**config.mk**
```make
export PLATFORM = sky130hd
export DESIGN_NAME = fspa_front
export DESIGN_NICKNAME = d
export VERILOG_FILES = /design/src/fixed_slot_pool_allocator_core_defines.svh /design/src/fspa_pkg.sv /design/src/fspa_front.sv
export SDC_FILE = /design/constraint.sdc
export NUM_CORES = 1
export LEC_CHECK = 0
export BUFFER_PORTS_ARGS = -buffer_cell sky130_fd_sc_hd__buf_2
export CAP_MARGIN = 5
export CORE_ASPECT_RATIO = 0.7
export CORE_MARGIN = 2
export CORE_UTILIZATION = 45
export CTS_CLUSTER_SIZE = 28
export DETAILED_ROUTE_END_ITERATION = 16
export GPL_ROUTABILITY_DRIVEN = 1
export GPL_TIMING_DRIVEN = 0
export PLACE_DENSITY = 0.71
export SYNTH_ARGS = -nofsm -noshare
export SYNTH_HDL_FRONTEND = slang
export SYNTH_SLANG_ARGS = --single-unit
export TNS_END_PERCENT = 1
```
**constraint.sdc**
```tcl
create_clock -name i_clk -period 3.5 [get_ports i_clk]
set_input_delay 0.175 -clock i_clk [delete_from_list [all_inputs] [get_ports i_clk]]
set_output_delay 0.175 -clock i_clk [all_outputs]
set_load 0.02 [all_outputs]
```
**src/fixed_slot_pool_allocator_core_defines.svh**
```systemverilog
// Assertion helpers used by the allocator RTL.
`ifndef FIXED_SLOT_POOL_ALLOCATOR_CORE_DEFINES_SVH
`define FIXED_SLOT_POOL_ALLOCATOR_CORE_DEFINES_SVH

// Same-cycle implication, inactive during reset.
`define FSPA_ASSERT_IMPL(label, clk, rst_n, ante, cons, msg) \
    label: assert property (@(posedge clk) disable iff (!(rst_n)) (ante) |-> (cons)) \
        else $error(msg);

// Next-cycle implication, inactive during reset.
`define FSPA_ASSERT_NEXT(label, clk, rst_n, ante, cons, msg) \
    label: assert property (@(posedge clk) disable iff (!(rst_n)) (ante) |=> (cons)) \
        else $error(msg);

`endif

```
**src/fspa_pkg.sv**
```systemverilog
`timescale 1ns / 1ps

package fspa_pkg;

    localparam int BLOCK_BYTES = 4096;
    localparam int NUM_BLOCKS  = 16;
    localparam int FREE_DEPTH  = 8192;

    localparam int ADDR_W = 16;
    localparam int SLOT_W = 12;

    localparam int FREE_AW = $clog2(FREE_DEPTH);
    localparam int FCNT_W  = $clog2(FREE_DEPTH + 1);
    localparam int BLK_W   = $clog2(NUM_BLOCKS + 1);
    localparam int BOFF_W  = $clog2(BLOCK_BYTES + 1);
    localparam int OFF_W   = (BOFF_W > SLOT_W) ? BOFF_W : SLOT_W;
    localparam int SUM_W   = OFF_W + 1;
    localparam int BASE_W  = $clog2(NUM_BLOCKS * BLOCK_BYTES + 1);
    localparam int AMAX_W  = (BASE_W > OFF_W) ? BASE_W : OFF_W;
    localparam int ASUM_W  = ((AMAX_W > ADDR_W) ? AMAX_W : ADDR_W) + 1;
    localparam int MOD_CNT_W = $clog2(BASE_W);

    // input queue, depth must stay a power of two (pointers wrap)
    localparam int QUEUE_DEPTH = 2;
    localparam int QPTR_W      = $clog2(QUEUE_DEPTH);
    localparam int QCNT_W      = $clog2(QUEUE_DEPTH + 1);

    localparam logic [SLOT_W-1:0] SLOT_RESET = SLOT_W'(8);

    typedef enum logic {
        FN_ALLOC = 1'b0,
        FN_FREE  = 1'b1
    } t_func;

    typedef enum logic [1:0] {
        ST_OK       = 2'd0,
        ST_NO_BLOCK = 2'd1,
        ST_FULL     = 2'd2
    } t_status;

    typedef enum logic [1:0] {
        S_IDLE,
        S_READ,
        S_MOD,
        S_OPEN
    } t_state;

    typedef struct packed {
        t_func              func;
        logic [ADDR_W-1:0]  addr;
    } t_req;

endpackage

```
**src/fspa_front.sv**
```systemverilog
`timescale 1ns / 1ps

// Request intake: decode and buffer in a small FIFO.
module fspa_front (
    input  logic                          i_clk,
    input  logic                          i_rst_n,
    input  logic                          i_valid,
    output logic                          o_ready,
    input  logic                          i_func,
    input  logic [fspa_pkg::ADDR_W-1:0]   i_free_addr,
    output logic                          o_q_valid,
    input  logic                          i_q_pop,
    output fspa_pkg::t_req                o_q_req
);

    fspa_pkg::t_req                  r_entry [fspa_pkg::QUEUE_DEPTH];
    logic [fspa_pkg::QPTR_W-1:0]     r_wr_ptr;
    logic [fspa_pkg::QPTR_W-1:0]     r_rd_ptr;
    logic [fspa_pkg::QCNT_W-1:0]     r_cnt;

    fspa_pkg::t_req                  in_req;
    logic                            push;

    always_comb begin
        in_req.func = fspa_pkg::t_func'(i_func);
        in_req.addr = i_free_addr;
    end

    assign o_ready   = (r_cnt != (fspa_pkg::QCNT_W)'(fspa_pkg::QUEUE_DEPTH));
    assign push      = i_valid && o_ready;
    assign o_q_valid = (r_cnt != '0);
    assign o_q_req   = r_entry[r_rd_ptr];

    always_ff @(posedge i_clk) begin
        if (!i_rst_n) begin
            r_wr_ptr <= '0;
            r_rd_ptr <= '0;
            r_cnt    <= '0;
        end else begin
            if (push) begin
                r_wr_ptr <= r_wr_ptr + 1'b1;
            end
            if (i_q_pop) begin
                r_rd_ptr <= r_rd_ptr + 1'b1;
            end
            if (push && !i_q_pop) begin
                r_cnt <= r_cnt + 1'b1;
            end else if (!push && i_q_pop) begin
                r_cnt <= r_cnt - 1'b1;
            end
        end
    end

    always_ff @(posedge i_clk) begin
        if (push) begin
            r_entry[r_wr_ptr] <= in_req;
        end
    end

endmodule

```
Word-level counts from Yosys, hierarchy flattened
Memory sizes are Yosys's and may differ from the RTL's. A register that Yosys moved wholly into a read port is not among the register bits.
Cells that the tools add are included.
{"block": "totals", "mem_bits_rw": 34, "elab_cells": 22, "mem_count": 1, "register_bits": 4}
{"name": "r_entry", "depth": 2, "width": 17, "read_ports": 1, "rd_clocked_by_memory_dff": 1, "write_ports": 1, "line_no": "fspa_front.sv:16", "rtl": "fspa_pkg::t_req r_entry [fspa_pkg::QUEUE_DEPTH];"}
{"block": "op_classes", "n_reduce_logical": 7, "n_eq_ne": 1, "addsub": 4, "muxes": 6}
{"cell": "1-bit two-way mux", "n": 4}
{"cell": "2-bit two-way mux", "n": 2}
{"cell": "2-bit nonzero test", "n": 2}
{"cell": "1-bit logical AND", "n": 3}
{"cell": "1-bit adder (second input constant)", "n": 2}
{"cell": "2-bit by 1-bit adder with 2-bit output (second input constant)", "n": 1}
{"cell": "1-bit zero test", "n": 2}
{"cell": "2-bit inequality test (second input constant)", "n": 1}
{"cell": "2-bit by 1-bit subtractor with 2-bit output (second input constant)", "n": 1}

Depth between registers and ports, before layout
{"block": "depth", "depth_word": 6, "depth_mapped": 6, "depth_no_buf": 6}

Worst setup path before layout
OpenSTA, ideal clock, no wires.
{"block": "synth_timing", "path_kind": "register to register", "start": "register r_cnt[0] (netlist name)", "end": "register r_cnt[1] (netlist name)", "synth_period_minus_slack_ps": 1494, "arrival_time_ps": 1424, "path_buffers": 0, "required_ps": 3430, "path_stages_with_launch": 6, "setup_ps": 70, "setup_slack_ps": 2006, "path_cell_list": "dfxtp_1 nand2b_4 and2_1 ha_1 or3_1 a21boi_1"}
{"block": "synth_via", "elab_chain_len": 5, "elab_cells_between_ends": 10}
{"item": "start, declared", "line_no": "fspa_front.sv:19", "rtl": "logic [fspa_pkg::QCNT_W-1:0] r_cnt;"}
{"item": "start signal, assigned", "line_no": "fspa_front.sv:47", "rtl": "r_cnt <= r_cnt + 1'b1;"}
{"item": "start signal, assigned", "line_no": "fspa_front.sv:49", "rtl": "r_cnt <= r_cnt - 1'b1;"}
{"item": "2-bit inequality test *", "line_no": "fspa_front.sv:29", "rtl": "assign o_ready = (r_cnt != (fspa_pkg::QCNT_W)'(fspa_pkg::QUEUE_DEPTH));"}
{"item": "net o_ready", "line_no": "fspa_front.sv:8", "rtl": "output logic o_ready,"}
{"item": "1-bit logical AND *", "line_no": "fspa_front.sv:30", "rtl": "assign push = i_valid && o_ready;"}
{"item": "1-bit zero test", "line_no": "fspa_front.sv:48", "rtl": "end else if (!push && i_q_pop) begin"}
{"item": "1-bit logical AND", "line_no": "fspa_front.sv:48"}
{"item": "2-bit nonzero test (no line)"}
Mark *: on every way through the listed nets, which the timed path passes. The rest lies on a longest branch. The select of a mux whose other input is x is not followed.
A chain may end at the register's enable or synchronous reset.

==> metrics.cfg <==
[outcome]
outcome=completed

[cells_and_area]
antenna_cells=0
final_common_cell=buf_2
area_growth_pct=22.27
fin_area_um2=1793
fillers=260
fin_nets=145
drive_gt1_share_pct=54.03
most-common-layout-cells=buf_2 (40), edfxtp_1 (34), mux2_2 (17)

[timing]
min_period_ns=1.713
timing.fmax_mhz=583.8
period_share_pct=48.94
relSlewSlack_pct=47.12
maxSlewViolCount=0
finalSetupTns_ns=0
setup_ws_ns=1.787
rsz0062_at_grt=false
tightest_slew_ns=0.7932
hold_viol_final=0
skew_ns=0.003525
setup_viol=0

[job]
cap_violations=0

[setup_path]
startpoint_type=flop
cp.required_ns=3.32
crit_fanout=10
crit_type=reg -> out
cp.arrival_ns=1.54
cp-end-kind=primary output

[floorplan]
io_pins=40
initial_utilization_pct=46.90
die_x_um=72.23
dieHeight_um=51.76
rows=17
die_area_um2=3739
core_area_um2=3127

[route]
drtIter0Drc=10
drc=0
wl_per_cell_um=14.22
avgViaCountPerCell=4.809
drt_first_pass_iters=4
ant_nets=0
via_count=779
totalWireLength_um=2304

[clock_tree]
htree_num_levels=2
clock_sinks=39
clock_latency_ns=0.29
ctsResizeCount=0
post_cts_buffers=0
clkTransAtPathRegs_ns=0.07
cts_hold_buf=0
cts_buffers=5
root_buffer=clkbuf_8
cts_buffer_depth=2
cts_tree=done

[yosys]
synth_seq_cells=39
seq_area_frac_synth_pct=76.45
synth_warnings=0
ys_types=19
ys.flop_type=edfxtp_1
synthCells=77
synth-edff-count=34
synth_nets=99
netlist_area_um2=1466
async_flop_share_pct=0
syn_area_per_cell_um2=19.04

[place]
gp_congestion=0.7369
dpl.hpwl_um=1614
placed_area_um2=1709
portBuffers=39
place_ws_ns=1.824

[pwr]
ir_drop_mv=0.2673
power.density_nw_per_um2=593.7
leakagePower_nw=0.6973
power_mw=1.065

[hold_path]
worstHoldPathType=in -> reg

[global_routing]
grt_start_max_net_pins=18
antenna_found_initial=0
overflow=0
grt_pass1_wl_um=3512
track_usage_pct=13.64
grt_pass1_vias=776

Yosys cell counts (2+ instances only):
cell | count | area (µm²)
and2_1 | 4 | 25.02
xor2_1 | 2 | 17.52
inv_1 | 2 | 7.510
edfxtp_1 | 34 | 1021
mux2_2 | 17 | 191.4
dfxtp_1 | 5 | 100.1
metrics by stage:
step | std cells | util (%) | hold WS [ns]
floorplan | 77 | - | 0.2739
global placement | 154 | 54.66 | 0.3628
detailed placement | 154 | 54.66 | 0.3698
CTS | 162 | 57.34 | 0.06250
global route | 162 | 57.34 | 0.05142
finish | 162 | 57.34 | 0.06878
final timing paths:
check	from	to	slack, ns	depth (start not counted)
worst min-delay path	i_free_addr[11]	r_entry[0][11]	0.07	1
worst max-delay path	flop	o_q_req[8]	1.79	4
worst max register to register	r_cnt[0]	r_entry[1][4]	1.88	2
worst min register to register	r_cnt[1]	r_cnt[1]	0.54	2
final cells by class:
type                            count  area (µm²)  share of cell area (%)
Sequential cell                    39        1121                   62.53
Multi-Input combinational cell     34       325.3                   18.14
Timing Repair Buffer               39       195.2                   10.89
Clock buffer                        5       68.82                   3.838
Tap cell                           38       47.55                   2.652
Clock inverter                      3       15.01                  0.8374
Buffer                              2       12.51                  0.6978
Inverter                            2       7.507                  0.4187
layer usage:
metal  routed length [µm]  vias up  global-route usage (%)
met5                    0        -                       0
met1                  988      369                   15.65
met4                   27        0                   5.660
li1                     -      379                       -
met3                  178        4                   8.333
met2                 1110       27                   20.64
state kept, by name, indices dropped and copies added, names as in the netlist, named ones only:
signal,cells
r_cnt,2
r_entry,34
r_rd_ptr,1
r_wr_ptr,1
cell families after synthesis:
family / after synthesis / synth area share, %
adders and majority gates: 1 / 0.8531
xor gates and xnor gates: 3 / 1.792
buffers and inverters: 4 / 1.365
AOI/OAI and AO/OA: 4 / 2.048
and+or+nand+nor: 9 / 4.437
muxes: 17 / 13.05
DFF: 39 / 76.45
report_power, final:
group	internal [mW]	leakage, nW	switching [mW]
Sequential	0.562	0.359	0.0168
Combinational	0.0857	0.299	0.115
Clock	0.135	0.0392	0.150
Total	0.782	0.697	0.282
critical path, stage by stage, from the launching register on:
cell     delay (ns)
dfxtp_1        0.30
buf_2          0.20
buf_4          0.23
mux2_2         0.36
buf_2          0.16
No activity file was read; power rests on OpenSTA's default activity.
